<file path="src/hdl/tts_pkg.sv">
// Shared types, constants and state codes for the triangle tangent stream.
package tts_pkg;

    // Q16.16 word and derived datapath widths
    localparam int QW     = 32;
    localparam int FRAC   = 16;
    localparam int DW     = QW + 1;
    localparam int MW     = 2 * QW;
    localparam int AW     = MW + 2;
    localparam int QBITS  = 32;
    localparam int RW     = 49;
    localparam int NDELTA = 10;
    localparam int CNT_W  = $clog2(NDELTA);
    localparam int QCNT_W = $clog2(QBITS);

    // Vertex slot within a triangle
    typedef logic [1:0] t_phase;
    localparam t_phase PH_V0 = 2'd0;
    localparam t_phase PH_V1 = 2'd1;
    localparam t_phase PH_V2 = 2'd2;

    // Multiply-accumulate pairs: determinant, then one per tangent axis
    typedef logic [1:0] t_pair;
    localparam t_pair PAIR_DET = 2'd0;
    localparam t_pair PAIR_X   = 2'd1;
    localparam t_pair PAIR_Y   = 2'd2;
    localparam t_pair PAIR_Z   = 2'd3;

    typedef struct packed {
        logic signed [QW-1:0] pos_x;
        logic signed [QW-1:0] pos_y;
        logic signed [QW-1:0] pos_z;
        logic signed [QW-1:0] tex_u;
        logic signed [QW-1:0] tex_v;
    } t_vtx;

    typedef t_vtx [2:0] t_tri;

    // Sign and magnitude of one edge delta
    typedef struct packed {
        logic          sgn;
        logic [QW-1:0] mag;
    } t_sm;

    typedef struct packed {
        logic signed [QW-1:0] x;
        logic signed [QW-1:0] y;
        logic signed [QW-1:0] z;
        logic signed [QW-1:0] w;
        logic                 degraded;
        logic                 saturated;
    } t_tan;

    typedef struct packed {
        logic                 done;
        logic signed [QW-1:0] w;
        logic                 sat;
    } t_rcp_stat;

    typedef struct packed {
        logic idle;
        logic done;
    } t_core_stat;

    typedef enum logic [2:0] {
        CORE_IDLE,
        CORE_DELTA,
        CORE_MAC,
        CORE_WAIT,
        CORE_DONE
    } t_core_state;

    typedef enum logic [2:0] {
        MS_MUL_A,
        MS_ACC_A,
        MS_MUL_B,
        MS_ACC_B,
        MS_SAVE
    } t_mac_step;

    typedef enum logic [1:0] {
        RCP_IDLE,
        RCP_CHECK,
        RCP_RUN,
        RCP_DONE
    } t_rcp_state;

    // Substitute texture delta of 1.0
    localparam t_sm SM_ONE = '{sgn: 1'b0, mag: 32'h0001_0000};

    // Determinant of the substitute coordinates, -1.0 in Q32.32
    localparam logic signed [AW-1:0] DET_SUBST = {{(AW-32){1'b1}}, 32'h0};

    // Reciprocal bounds: quotient is 0 above 2^48, clips below 2^17 and at 2^17 when positive
    localparam logic [AW-1:0] RCP_LIMIT = {{(AW-49){1'b0}}, 1'b1, 48'h0};
    localparam logic [AW-1:0] RCP_SMALL = {{(AW-18){1'b0}}, 1'b1, 17'h0};
    localparam logic [RW-1:0] REM_INIT  = {{(RW-17){1'b0}}, 1'b1, 16'h0};

    localparam logic signed [QW-1:0] Q_MAX      = {1'b0, {(QW-1){1'b1}}};
    localparam logic signed [QW-1:0] Q_MIN      = {1'b1, {(QW-1){1'b0}}};
    localparam logic signed [QW-1:0] W_DEGRADED = 32'hFFFF_0000;

endpackage

</file>
<file path="src/hdl/tts_if.sv">
// Valid/ready channel interfaces for vertex words and tangent words.
interface tts_vtx_if import tts_pkg::*; ();
    logic                 valid;
    logic                 ready;
    logic signed [QW-1:0] pos_x;
    logic signed [QW-1:0] pos_y;
    logic signed [QW-1:0] pos_z;
    logic signed [QW-1:0] tex_u;
    logic signed [QW-1:0] tex_v;

    modport source (output valid, output pos_x, output pos_y, output pos_z,
                    output tex_u, output tex_v, input ready);
    modport sink   (input valid, input pos_x, input pos_y, input pos_z,
                    input tex_u, input tex_v, output ready);
endinterface

interface tts_tan_if import tts_pkg::*; ();
    logic                 valid;
    logic                 ready;
    logic signed [QW-1:0] tangent_x;
    logic signed [QW-1:0] tangent_y;
    logic signed [QW-1:0] tangent_z;
    logic signed [QW-1:0] tangent_w;
    logic                 degraded;
    logic                 saturated;

    modport source (output valid, output tangent_x, output tangent_y, output tangent_z,
                    output tangent_w, output degraded, output saturated, input ready);
    modport sink   (input valid, input tangent_x, input tangent_y, input tangent_z,
                    input tangent_w, input degraded, input saturated, output ready);
endinterface

</file>
<file path="src/hdl/tts_recip.sv">
// Restoring radix-2 divider forming the saturated Q16.16 reciprocal 2^48 / det.
module tts_recip import tts_pkg::*; (
    input  logic                 i_clk,
    input  logic                 i_rst_n,
    input  logic                 i_start,
    input  logic signed [AW-1:0] i_det,
    output t_rcp_stat            o_stat
);

    t_rcp_state             r_state, n_state;
    logic                   r_neg;
    logic [AW-1:0]          r_mag;
    logic [RW-1:0]          r_rem;
    logic [QBITS-1:0]       r_quo;
    logic [QCNT_W-1:0]      r_cnt;
    logic signed [QW-1:0]   r_w;
    logic                   r_sat;

    logic                   too_big;
    logic                   clips;
    logic                   last_step;
    logic [RW:0]            trial;
    logic                   q_bit;
    logic [RW-1:0]          n_rem;
    logic [QBITS-1:0]       n_quo;

    // Range checks on the magnitude
    assign too_big   = r_mag > RCP_LIMIT;
    assign clips     = (r_mag < RCP_SMALL) || ((r_mag == RCP_SMALL) && !r_neg);
    assign last_step = r_cnt == QCNT_W'(QBITS - 1);

    // One trial subtraction per cycle
    always_comb begin
        trial = {1'b0, r_rem[RW-2:0], 1'b0} - {1'b0, r_mag[RW-1:0]};
        q_bit = !trial[RW];
        n_rem = q_bit ? trial[RW-1:0] : {r_rem[RW-2:0], 1'b0};
        n_quo = {r_quo[QBITS-2:0], q_bit};
    end

    // Next state
    always_comb begin
        n_state = r_state;
        unique case (r_state)
            RCP_IDLE:  if (i_start) n_state = RCP_CHECK;
            RCP_CHECK: n_state = (too_big || clips) ? RCP_DONE : RCP_RUN;
            RCP_RUN:   if (last_step) n_state = RCP_DONE;
            RCP_DONE:  if (i_start) n_state = RCP_CHECK;
            default:   n_state = RCP_IDLE;
        endcase
    end

    // Status toward the core
    always_comb begin
        o_stat.done = r_state == RCP_DONE;
        o_stat.w    = r_w;
        o_stat.sat  = r_sat;
    end

    always_ff @(posedge i_clk) begin
        if (!i_rst_n) begin
            r_state <= RCP_IDLE;
        end else begin
            r_state <= n_state;
        end
    end

    // Load operand, classify, then iterate the quotient bits
    always_ff @(posedge i_clk) begin
        if (i_start && (r_state == RCP_IDLE || r_state == RCP_DONE)) begin
            r_neg <= i_det[AW-1];
            r_mag <= i_det[AW-1] ? AW'(-i_det) : AW'(i_det);
        end
        if (r_state == RCP_CHECK) begin
            r_rem <= REM_INIT;
            r_quo <= '0;
            r_cnt <= '0;
            if (too_big) begin
                r_w   <= '0;
                r_sat <= 1'b0;
            end else if (clips) begin
                r_w   <= r_neg ? Q_MIN : Q_MAX;
                r_sat <= 1'b1;
            end
        end
        if (r_state == RCP_RUN) begin
            r_rem <= n_rem;
            r_quo <= n_quo;
            r_cnt <= r_cnt + QCNT_W'(1);
            if (last_step) begin
                r_w   <= r_neg ? QW'(-n_quo) : QW'(n_quo);
                r_sat <= 1'b0;
            end
        end
    end

    // Partial remainder stays below the divisor
    a_rem_below: assert property (@(posedge i_clk) disable iff (!i_rst_n)
        (r_state == RCP_RUN) |-> (AW'(r_rem) < r_mag))
        else $error("divider remainder not below divisor");

endmodule

</file>
<file path="src/hdl/tts_core.sv">
// Sequencer with edge-delta subtractor and one shared multiply-accumulate unit.
module tts_core import tts_pkg::*; (
    input  logic       i_clk,
    input  logic       i_rst_n,
    input  logic       i_start,
    input  logic       i_precise,
    input  t_tri       i_tri,
    input  logic       i_take,
    output t_core_stat o_stat,
    output t_tan       o_res
);

    t_core_state           r_state, n_state;
    logic [CNT_W-1:0]      r_cnt;
    t_pair                 r_pair;
    t_mac_step             r_step, n_step;

    logic                  r_precise;
    t_sm                   r_dp1 [3];
    t_sm                   r_dp2 [3];
    t_sm                   r_du1, r_dv1, r_du2, r_dv2;
    logic [MW-1:0]         r_pmag;
    logic                  r_pneg;
    logic signed [AW-1:0]  r_acc;
    logic                  r_degraded;
    logic signed [QW-1:0]  r_tan [3];
    logic                  r_sat;

    logic signed [QW-1:0]  d_a, d_b;
    logic signed [DW-1:0]  d_diff, d_neg;
    t_sm                   d_sm;
    t_sm                   dv1e, dv2e, mul_a, mul_b;
    logic                  half_b;
    logic                  mul_step, acc_step, save_step;
    logic [AW-1:0]         p_ext;
    logic signed [AW-1:0]  p_val, acc_base;
    logic                  deg_now;
    logic [AW-QW-FRAC:0]   acc_hi;
    logic                  sat_flag;
    logic signed [QW-1:0]  sat_val;
    logic                  rcp_start;
    logic signed [AW-1:0]  rcp_det;
    t_rcp_stat             rcp_stat;

    tts_recip u_recip (
        .i_clk   (i_clk),
        .i_rst_n (i_rst_n),
        .i_start (rcp_start),
        .i_det   (rcp_det),
        .o_stat  (rcp_stat)
    );

    // Select the operands of one edge delta
    always_comb begin
        d_a = '0;
        d_b = '0;
        case (r_cnt)
            4'd0: begin d_a = i_tri[1].pos_x; d_b = i_tri[0].pos_x; end
            4'd1: begin d_a = i_tri[1].pos_y; d_b = i_tri[0].pos_y; end
            4'd2: begin d_a = i_tri[1].pos_z; d_b = i_tri[0].pos_z; end
            4'd3: begin d_a = i_tri[2].pos_x; d_b = i_tri[0].pos_x; end
            4'd4: begin d_a = i_tri[2].pos_y; d_b = i_tri[0].pos_y; end
            4'd5: begin d_a = i_tri[2].pos_z; d_b = i_tri[0].pos_z; end
            4'd6: begin d_a = i_tri[1].tex_u; d_b = i_tri[0].tex_u; end
            4'd7: begin d_a = i_tri[1].tex_v; d_b = i_tri[0].tex_v; end
            4'd8: begin d_a = i_tri[2].tex_u; d_b = i_tri[0].tex_u; end
            4'd9: begin d_a = i_tri[2].tex_v; d_b = i_tri[0].tex_v; end
            default: begin d_a = '0; d_b = '0; end
        endcase
        d_diff   = {d_a[QW-1], d_a} - {d_b[QW-1], d_b};
        d_neg    = -d_diff;
        d_sm.sgn = d_diff[DW-1];
        d_sm.mag = d_diff[DW-1] ? d_neg[QW-1:0] : d_diff[QW-1:0];
    end

    // Pick multiplier operands for the current pair and half
    always_comb begin
        half_b = (r_step == MS_MUL_B);
        dv1e   = r_degraded ? SM_ONE : r_dv1;
        dv2e   = r_degraded ? SM_ONE : r_dv2;
        mul_a  = r_du1;
        mul_b  = r_dv2;
        case (r_pair)
            PAIR_DET: begin
                mul_a = half_b ? r_dv1 : r_du1;
                mul_b = half_b ? r_du2 : r_dv2;
            end
            PAIR_X: begin
                mul_a = half_b ? r_dp2[0] : r_dp1[0];
                mul_b = half_b ? dv1e : dv2e;
            end
            PAIR_Y: begin
                mul_a = half_b ? r_dp2[1] : r_dp1[1];
                mul_b = half_b ? dv1e : dv2e;
            end
            PAIR_Z: begin
                mul_a = half_b ? r_dp2[2] : r_dp1[2];
                mul_b = half_b ? dv1e : dv2e;
            end
            default: begin
                mul_a = r_du1;
                mul_b = r_dv2;
            end
        endcase
    end

    // Signed accumulate of the registered product
    always_comb begin
        p_ext    = {{(AW-MW){1'b0}}, r_pmag};
        p_val    = r_pneg ? -p_ext : p_ext;
        acc_base = (r_step == MS_ACC_A) ? '0 : r_acc;
    end

    // Floor shift by the fraction width, then clip to Q16.16
    always_comb begin
        acc_hi   = r_acc[AW-1:QW+FRAC-1];
        sat_flag = !((acc_hi == '0) || (acc_hi == '1));
        if (sat_flag) begin
            sat_val = r_acc[AW-1] ? Q_MIN : Q_MAX;
        end else begin
            sat_val = r_acc[QW+FRAC-1:FRAC];
        end
    end

    // Advance the micro-step within a pair
    always_comb begin
        unique case (r_step)
            MS_MUL_A: n_step = MS_ACC_A;
            MS_ACC_A: n_step = MS_MUL_B;
            MS_MUL_B: n_step = MS_ACC_B;
            MS_ACC_B: n_step = MS_SAVE;
            MS_SAVE:  n_step = MS_MUL_A;
            default:  n_step = MS_MUL_A;
        endcase
    end

    // Next state
    always_comb begin
        n_state = r_state;
        unique case (r_state)
            CORE_IDLE:  if (i_start) n_state = CORE_DELTA;
            CORE_DELTA: if (r_cnt == CNT_W'(NDELTA - 1)) n_state = CORE_MAC;
            CORE_MAC:   if (r_step == MS_SAVE && r_pair == PAIR_Z) n_state = CORE_WAIT;
            CORE_WAIT:  if (rcp_stat.done) n_state = CORE_DONE;
            CORE_DONE:  if (i_take) n_state = CORE_IDLE;
            default:    n_state = CORE_IDLE;
        endcase
    end

    // Outputs and step strobes
    always_comb begin
        mul_step    = (r_state == CORE_MAC) && (r_step == MS_MUL_A || r_step == MS_MUL_B);
        acc_step    = (r_state == CORE_MAC) && (r_step == MS_ACC_A || r_step == MS_ACC_B);
        save_step   = (r_state == CORE_MAC) && (r_step == MS_SAVE);
        deg_now     = !r_precise || (r_acc == '0);
        rcp_start   = save_step && (r_pair == PAIR_DET);
        rcp_det     = deg_now ? DET_SUBST : r_acc;
        o_stat.idle = r_state == CORE_IDLE;
        o_stat.done = r_state == CORE_DONE;
        o_res.x         = r_tan[0];
        o_res.y         = r_tan[1];
        o_res.z         = r_tan[2];
        o_res.w         = rcp_stat.w;
        o_res.degraded  = r_degraded;
        o_res.saturated = r_sat || rcp_stat.sat;
    end

    // Control registers
    always_ff @(posedge i_clk) begin
        if (!i_rst_n) begin
            r_state <= CORE_IDLE;
            r_cnt   <= '0;
            r_pair  <= PAIR_DET;
            r_step  <= MS_MUL_A;
        end else begin
            r_state <= n_state;
            case (r_state)
                CORE_IDLE: begin
                    r_cnt  <= '0;
                    r_pair <= PAIR_DET;
                    r_step <= MS_MUL_A;
                end
                CORE_DELTA: r_cnt <= r_cnt + CNT_W'(1);
                CORE_MAC: begin
                    r_step <= n_step;
                    if (r_step == MS_SAVE) begin
                        r_pair <= r_pair + 2'd1;
                    end
                end
                default: ;
            endcase
        end
    end

    // Datapath registers
    always_ff @(posedge i_clk) begin
        if (r_state == CORE_IDLE && i_start) begin
            r_precise <= i_precise;
            r_sat     <= 1'b0;
        end
        if (r_state == CORE_DELTA) begin
            case (r_cnt)
                4'd0: r_dp1[0] <= d_sm;
                4'd1: r_dp1[1] <= d_sm;
                4'd2: r_dp1[2] <= d_sm;
                4'd3: r_dp2[0] <= d_sm;
                4'd4: r_dp2[1] <= d_sm;
                4'd5: r_dp2[2] <= d_sm;
                4'd6: r_du1    <= d_sm;
                4'd7: r_dv1    <= d_sm;
                4'd8: r_du2    <= d_sm;
                4'd9: r_dv2    <= d_sm;
                default: ;
            endcase
        end
        if (mul_step) begin
            r_pmag <= MW'(mul_a.mag) * MW'(mul_b.mag);
            r_pneg <= mul_a.sgn ^ mul_b.sgn ^ half_b;
        end
        if (acc_step) begin
            r_acc <= acc_base + p_val;
        end
        if (save_step) begin
            case (r_pair)
                PAIR_DET: r_degraded <= deg_now;
                PAIR_X: begin
                    r_tan[0] <= sat_val;
                    r_sat    <= r_sat || sat_flag;
                end
                PAIR_Y: begin
                    r_tan[1] <= sat_val;
                    r_sat    <= r_sat || sat_flag;
                end
                PAIR_Z: begin
                    r_tan[2] <= sat_val;
                    r_sat    <= r_sat || sat_flag;
                end
                default: ;
            endcase
        end
    end

    // A finished word always carries a finished reciprocal
    a_done_has_recip: assert property (@(posedge i_clk) disable iff (!i_rst_n)
        (r_state == CORE_DONE) |-> rcp_stat.done)
        else $error("tangent word ready before reciprocal");

    // Starting the divider drops any stale reciprocal
    a_recip_restart: assert property (@(posedge i_clk) disable iff (!i_rst_n)
        rcp_start |=> !rcp_stat.done)
        else $error("divider kept stale result after start");

endmodule

</file>
<file path="src/hdl/triangle_tangent_stream.sv">
// Top level: vertex holding, mode register, core and output word register.
// The first two vertices of a triangle are only held; the third keeps the block busy for
//   10 delta steps and 20 multiply-accumulate steps, overlapped with a check and 32 steps
//   of a restoring divider, and the tangent word then goes to the output register once it is free.
// The divider steps are skipped when the reciprocal is zero or clips. Not ready while the
//   core is busy, so the vertices of a new triangle wait until the core is through with the last.
// Reset: synchronous, active low; clears phase and output valid, sets precise mode to 1.
module triangle_tangent_stream import tts_pkg::*; (
    input  logic           i_clk,
    input  logic           i_rst_n,
    input  logic           i_cfg_we,
    input  logic           i_cfg_data,
    tts_vtx_if.sink        i_vtx,
    tts_tan_if.source      o_tan
);

    logic        r_precise;
    t_phase      r_phase, n_phase;
    t_tri        r_tri;
    t_tan        r_out;
    logic        r_out_valid;

    logic        in_acc;
    logic [1:0]  slot;
    t_vtx        in_word;
    logic        core_start;
    logic        core_take;
    t_core_stat  core_stat;
    t_tan        core_res;

    tts_core u_core (
        .i_clk     (i_clk),
        .i_rst_n   (i_rst_n),
        .i_start   (core_start),
        .i_precise (r_precise),
        .i_tri     (r_tri),
        .i_take    (core_take),
        .o_stat    (core_stat),
        .o_res     (core_res)
    );

    // Take a vertex word only while the core is free
    assign i_vtx.ready = core_stat.idle;
    assign in_acc      = i_vtx.valid && i_vtx.ready;

    always_comb begin
        in_word.pos_x = i_vtx.pos_x;
        in_word.pos_y = i_vtx.pos_y;
        in_word.pos_z = i_vtx.pos_z;
        in_word.tex_u = i_vtx.tex_u;
        in_word.tex_v = i_vtx.tex_v;
    end

    // Decode the slot of the incoming vertex
    always_comb begin
        unique case (r_phase)
            PH_V1: begin slot = 2'd1; n_phase = PH_V2; end
            PH_V2: begin slot = 2'd2; n_phase = PH_V0; end
            default: begin slot = 2'd0; n_phase = PH_V1; end
        endcase
    end

    assign core_start = in_acc && (r_phase == PH_V2);
    assign core_take  = core_stat.done && (!r_out_valid || o_tan.ready);

    // Drive the output word
    always_comb begin
        o_tan.valid     = r_out_valid;
        o_tan.tangent_x = r_out.x;
        o_tan.tangent_y = r_out.y;
        o_tan.tangent_z = r_out.z;
        o_tan.tangent_w = r_out.w;
        o_tan.degraded  = r_out.degraded;
        o_tan.saturated = r_out.saturated;
    end

    // Control: mode register, phase, output valid
    always_ff @(posedge i_clk) begin
        if (!i_rst_n) begin
            r_precise   <= 1'b1;
            r_phase     <= PH_V0;
            r_out_valid <= 1'b0;
        end else begin
            if (i_cfg_we) begin
                r_precise <= i_cfg_data;
            end
            if (in_acc) begin
                r_phase <= n_phase;
            end
            if (core_take) begin
                r_out_valid <= 1'b1;
            end else if (o_tan.ready) begin
                r_out_valid <= 1'b0;
            end
        end
    end

    // Hold vertex words and the result word
    always_ff @(posedge i_clk) begin
        if (in_acc) begin
            r_tri[slot] <= in_word;
        end
        if (core_take) begin
            r_out <= core_res;
        end
    end

    // Substitute coordinates always give a reciprocal of -1.0
    a_degraded_w: assert property (@(posedge i_clk) disable iff (!i_rst_n)
        (r_out_valid && r_out.degraded) |-> (r_out.w == W_DEGRADED))
        else $error("degraded tangent word with wrong w");

    // The closing vertex of a triangle launches the core
    a_third_starts: assert property (@(posedge i_clk) disable iff (!i_rst_n)
        (in_acc && (r_phase == PH_V2)) |=> !core_stat.idle)
        else $error("third vertex did not start the core");

endmodule

</file>
<file path="src/flat_wrapper.sv">
// flat-port wrapper written by rule: the top's interface ports become plain ports
module triangle_tangent_stream_flat import tts_pkg::*;
  (i_clk, i_rst_n, i_cfg_we, i_cfg_data, i_vtx_valid, i_vtx_pos_x, i_vtx_pos_y, i_vtx_pos_z, i_vtx_tex_u, i_vtx_tex_v, i_vtx_ready, o_tan_valid, o_tan_tangent_x, o_tan_tangent_y, o_tan_tangent_z, o_tan_tangent_w, o_tan_degraded, o_tan_saturated, o_tan_ready);
  tts_vtx_if i_vtx_i ();
  tts_tan_if o_tan_i ();
  input  logic i_clk;
  input  logic i_rst_n;
  input  logic i_cfg_we;
  input  logic i_cfg_data;
  input wire logic [$bits(i_vtx_i.valid)-1:0] i_vtx_valid;
  input wire logic [$bits(i_vtx_i.pos_x)-1:0] i_vtx_pos_x;
  input wire logic [$bits(i_vtx_i.pos_y)-1:0] i_vtx_pos_y;
  input wire logic [$bits(i_vtx_i.pos_z)-1:0] i_vtx_pos_z;
  input wire logic [$bits(i_vtx_i.tex_u)-1:0] i_vtx_tex_u;
  input wire logic [$bits(i_vtx_i.tex_v)-1:0] i_vtx_tex_v;
  output wire logic [$bits(i_vtx_i.ready)-1:0] i_vtx_ready;
  output wire logic [$bits(o_tan_i.valid)-1:0] o_tan_valid;
  output wire logic [$bits(o_tan_i.tangent_x)-1:0] o_tan_tangent_x;
  output wire logic [$bits(o_tan_i.tangent_y)-1:0] o_tan_tangent_y;
  output wire logic [$bits(o_tan_i.tangent_z)-1:0] o_tan_tangent_z;
  output wire logic [$bits(o_tan_i.tangent_w)-1:0] o_tan_tangent_w;
  output wire logic [$bits(o_tan_i.degraded)-1:0] o_tan_degraded;
  output wire logic [$bits(o_tan_i.saturated)-1:0] o_tan_saturated;
  input wire logic [$bits(o_tan_i.ready)-1:0] o_tan_ready;
  assign i_vtx_i.valid = i_vtx_valid;
  assign i_vtx_i.pos_x = i_vtx_pos_x;
  assign i_vtx_i.pos_y = i_vtx_pos_y;
  assign i_vtx_i.pos_z = i_vtx_pos_z;
  assign i_vtx_i.tex_u = i_vtx_tex_u;
  assign i_vtx_i.tex_v = i_vtx_tex_v;
  assign i_vtx_ready = i_vtx_i.ready;
  assign o_tan_valid = o_tan_i.valid;
  assign o_tan_tangent_x = o_tan_i.tangent_x;
  assign o_tan_tangent_y = o_tan_i.tangent_y;
  assign o_tan_tangent_z = o_tan_i.tangent_z;
  assign o_tan_tangent_w = o_tan_i.tangent_w;
  assign o_tan_degraded = o_tan_i.degraded;
  assign o_tan_saturated = o_tan_i.saturated;
  assign o_tan_i.ready = o_tan_ready;
  triangle_tangent_stream u_core (.i_clk(i_clk), .i_rst_n(i_rst_n), .i_cfg_we(i_cfg_we), .i_cfg_data(i_cfg_data), .i_vtx(i_vtx_i), .o_tan(o_tan_i));
endmodule
</file>
<file path="config.mk">
export PLATFORM = sky130hd
export DESIGN_NAME = triangle_tangent_stream_flat
export DESIGN_NICKNAME = d
export VERILOG_FILES = /design/src/hdl/tts_pkg.sv /design/src/hdl/tts_if.sv /design/src/hdl/tts_recip.sv /design/src/hdl/tts_core.sv /design/src/hdl/triangle_tangent_stream.sv /design/src/flat_wrapper.sv
export SDC_FILE = /design/constraint.sdc
export NUM_CORES = 2
export LEC_CHECK = 0
export ABC_AREA = 1
export BUFFER_PORTS_ARGS = -buffer_cell sky130_fd_sc_hd__buf_2
export CELL_PAD_IN_SITES_DETAIL_PLACEMENT = 1
export CELL_PAD_IN_SITES_GLOBAL_PLACEMENT = 1
export CORE_UTILIZATION = 35
export CTS_CLUSTER_DIAMETER = 120
export CTS_CLUSTER_SIZE = 20
export DETAILED_ROUTE_END_ITERATION = 8
export PLACE_DENSITY = 0.71
export SYNTH_ARGS = -nofsm -noshare
export SYNTH_HDL_FRONTEND = slang
export SYNTH_SLANG_ARGS = --single-unit
</file>
<file path="constraint.sdc">
create_clock -name i_clk -period 23 [get_ports i_clk]
set_input_delay 4.6 -clock i_clk [delete_from_list [all_inputs] [get_ports i_clk]]
set_output_delay 4.6 -clock i_clk [all_outputs]
set_load 0.03 [all_outputs]
</file>
==> impl_metrics.tcl <==
set metrics [dict create \
    status "finished, final reports clean" \
    worst_setup_path_end_kind "register" \
    worstPathArrival_ns 11.53 \
    regToRegSetupSlack_ns 11.90 \
    hp-class "register to register" \
    cpLargestDelayFamily "adder cells" \
    initial_core_util 0.351 \
    ant_nets 0 \
    synth_mux_area_frac 0 \
    slew_headroom 0.163 \
    p_per_area_nw_per_um2 156 \
    dpl_worst_slack_ns 12.10 \
    grt_max_degree 162 \
    r2r-end "u_core.u_core.r_pmag[51]" \
    multiInputGateArea_um2 50300 \
    drive_above_1_share 0.0612 \
    drt-pass1-iter-count 6 \
    overflow 0 \
    ys.flop_type "edfxtp_1" \
    synth_area_per_cell_um2 9.45 \
    min_period_ns 11.10 \
    viasPerCell 5.33 \
    async_reset_ff_frac 0 \
    clockBufferDepth 3 \
    wl_met2_um 179000 \
    regArea_um2 40700 \
    grt_pass1_wl_um 537000 \
    ys_seq_area_frac 0.410 \
    yosysMostFrequentCell "nand2_1" \
    fillCellCount 32600 \
    ctsResizeCount 0 \
    die_w_um 534 \
    final_max_slew_viol_count 0 \
    hold_start "u_core.u_core.r_tan[0][30]" \
    synth_top_area_cell "edfxtp_1" \
    area_delta_synth_final_pct 8.62 \
    path_class "register to register" \
    cp_common_cell "fa_1" \
    synth-seq-cells 1372 \
    reg2reg_from "u_core.u_core.r_step[2]" \
    whs_endpoint "o_tan_tangent_x[30]" \
    synth-edff-count 1320 \
    synth_area_um2 99100 \
    rsz0062_at_grt "false" \
    finalSetupTns_ns 0 \
    synthAdderAreaFrac 0.236 \
    dp.final_hpwl_um 275000 \
    synthDistinctLibCells 60 \
    hold_buffers 0 \
    wl_um 362000 \
    holdPathStages 0 \
    die_area_um2 285000 \
    drtIter0Drc 6570 \
    fmax_mhz 90.1 \
    dr_wl_met3_um 21600 \
    cts_root_buffer "clkbuf_16" \
    fp.coreArea_um2 282000 \
    grt_usage 0.251 \
    ys_warn_count 0 \
    clock_sinks 1372 \
    pin_count 298 \
    setup_viol 0 \
    topRoutingLayerUsed "met5" \
    finalCritPeriodShare 0.483 \
    antenna_found_initial 21 \
    synth_fp_nets 12000 \
    critical-path-max-stage-delay_ns 0.92 \
    drcViolationCount 0 \
    cap_viol_max_count 0 \
    clock_latency_ns 0.74 \
    final.setup_skew_ns 0.0505 \
    portBuffers 297 \
    worst-path-buf-inv 11 \
    synth_top_area_frac 0.400 \
    wl_per_cell_um 25.1 \
    route.layer.met1.wl_um 148000 \
    synth.area.top_cells "edfxtp_1 (40%), fa_1 (18%), nand2_1 (7.2%)" \
    path_clk_slew_ns 0.10 \
    slowest_stage "clkinv_1" \
    p_leak_nw 46.4 \
    synth_top_family_by_area "adder cells" \
    tightest_slew_ns 1.25 \
    cts_buffers 80 \
    place_congestion 0.980 \
    synth-simple-area-share 0.167 \
    vias 77100 \
    netlist_top_cells_count "nand2_1 (1914), inv_1 (1817), nor2_1 (1336)" \
    synthCells 10500 \
    grt_pass1_vias 83100 \
    synth-compound-area-share 0.0762 \
    crit_path_max_fanout 79 \
    htree_num_levels 3 \
    cts_tree "yes" \
    worst_setup_path_start_kind "register" \
    layout.cells.non_filler 14500 \
    worst_slack_ns 11.90 \
    hold_viol_final 0 \
    rows 195 \
    synth-xor-area-share 0.0266 \
    r2r_cells 33 \
    die_y_um 534 \
    post_cts_buffers 0 \
    ir_drop_mv 0.164 \
    cp.required_ns 23.43 \
    dp.cells 14300 \
    nets 12200 \
]
## state kept, by name, summed over array words and instances, names as in the netlist, 33 cells and up
register                     count
u_core.u_core.r_du1             33
u_core.u_core.r_dv2             33
u_core.u_core.r_du2             33
u_core.u_core.r_dp2             99
u_core.u_core.r_acc             66
u_core.u_core.u_recip.r_mag     66
u_core.u_core.r_pmag            64
u_core.u_core.r_tan             96
u_core.u_core.u_recip.r_rem     48
u_core.u_core.r_dv1             33
u_core.u_core.r_dp1             99
u_core.r_tri                   480
## worst register-to-register path, delay by kind of cell, from the launching register on
kind / cells / cell delay (ns)
flops: 1 / 0.43
simple gates: 7 / 1.61
compound gates: 5 / 1.04
fa+ha+maj: 9 / 4.41
buf+inv: 11 / 3.12
xor+xnor: 1 / 0.20
## placed cells by master, fill, tap and decap left out, types with 13 or more instances in the layout
cell | synthesis | final
o21ai_0 | 342 | 342
nor2_4 | 4 | 23
o21bai_1 | 30 | 30
nor2_1 | 1336 | 1317
o21a_1 | 25 | 25
clkbuf_16 | 0 | 81
nand2_1 | 1914 | 1909
a31oi_1 | 138 | 138
a21o_1 | 16 | 16
or2_2 | 13 | 13
nor3_1 | 64 | 63
o21ai_1 | 14 | 13
o31ai_1 | 15 | 15
a21oi_1 | 417 | 416
edfxtp_1 | 1320 | 1320
nor4_1 | 47 | 47
nand3b_1 | 16 | 16
xor2_1 | 200 | 200
o211ai_1 | 74 | 74
o311ai_0 | 32 | 32
buf_4 | 0 | 159
a22o_1 | 60 | 60
clkinv_1 | 28 | 28
inv_1 | 1817 | 1811
nand3_1 | 449 | 448
dfxtp_1 | 52 | 52
buf_2 | 34 | 297
clkbuf_1 | 298 | 23
ha_1 | 429 | 420
xnor2_1 | 101 | 101
nand4_1 | 144 | 144
fa_1 | 899 | 899
a221o_1 | 30 | 30
## how the worst max path moves through the flow
| stage | slack (ns) | cells after the start | from | endpoint |
|---|---|---|---|---|
| 6_report | 11.90 | 33 | u_core.u_core.r_step[2] | u_core.u_core.r_pmag[51] |
| 5_1_grt | 11.51 | 33 | u_core.u_core.r_step[2] | u_core.u_core.r_pmag[51] |
| 4_1_cts | 12.11 | 33 | u_core.u_core.r_step[2] | u_core.u_core.r_pmag[51] |
| 3_5_place_dp | 12.10 | 33 | u_core.u_core.r_step[2] | u_core.u_core.r_pmag[51] |
| 3_3_place_gp | 12.21 | 31 | u_core.u_core.r_step[2] | u_core.u_core.r_pmag[51] |
| 2_1_floorplan | 10.00 | 8 | i_vtx_valid | u_core.u_core.r_state[1] |
## where the power goes
part           switching, W  internal, W
logic               0.00773      0.00329
clock network      0.000859     0.000660
registers          0.000223      0.00400
## area by class of cell
cell class                 instances  area share
tap                             3743      0.0435
antenna                           10    0.000232
sequential                      1372       0.378
inverter                        1849      0.0645
clock inverter                    11     0.00169
timing repair buffer             458      0.0253
multi-input combinational       6912       0.467
clock buffer                     104      0.0196
## logic make-up (layout without fill, tap and decap cells)
| group | count (synthesis) | count (layout) |
|---|---|---|
| simple gates | 4034 | 4034 |
| xor+xnor | 301 | 301 |
| compound gates | 1249 | 1249 |
| fa+ha+maj | 1328 | 1328 |
| other cells | 0 | 10 |
| flops | 1372 | 1372 |
| buf+inv | 2211 | 2422 |
## metrics by stage
stage / instance area (µm²) / hold slack, ns / util / total power [W]
final: 108000 / 0.409 / 0.382 / 0.0168
after global routing: 108000 / 0.431 / 0.382 / 0.0178
after CTS: 108000 / 0.418 / 0.382 / 0.0168
after detailed placement: 105000 / 0.406 / 0.374 / 0.0152
after global placement: 105000 / 0.402 / 0.374 / 0.0150
after floorplan: 99100 / 0.400 / - / 0.0109
## routing by layer
metal	GRT usage	vias to the layer above
met5	0	-
met4	0.0874	14
met3	0.0312	614
met2	0.442	2625
met1	0.317	39600
li1	-	34200
Power figures use the tool's default switching activity.
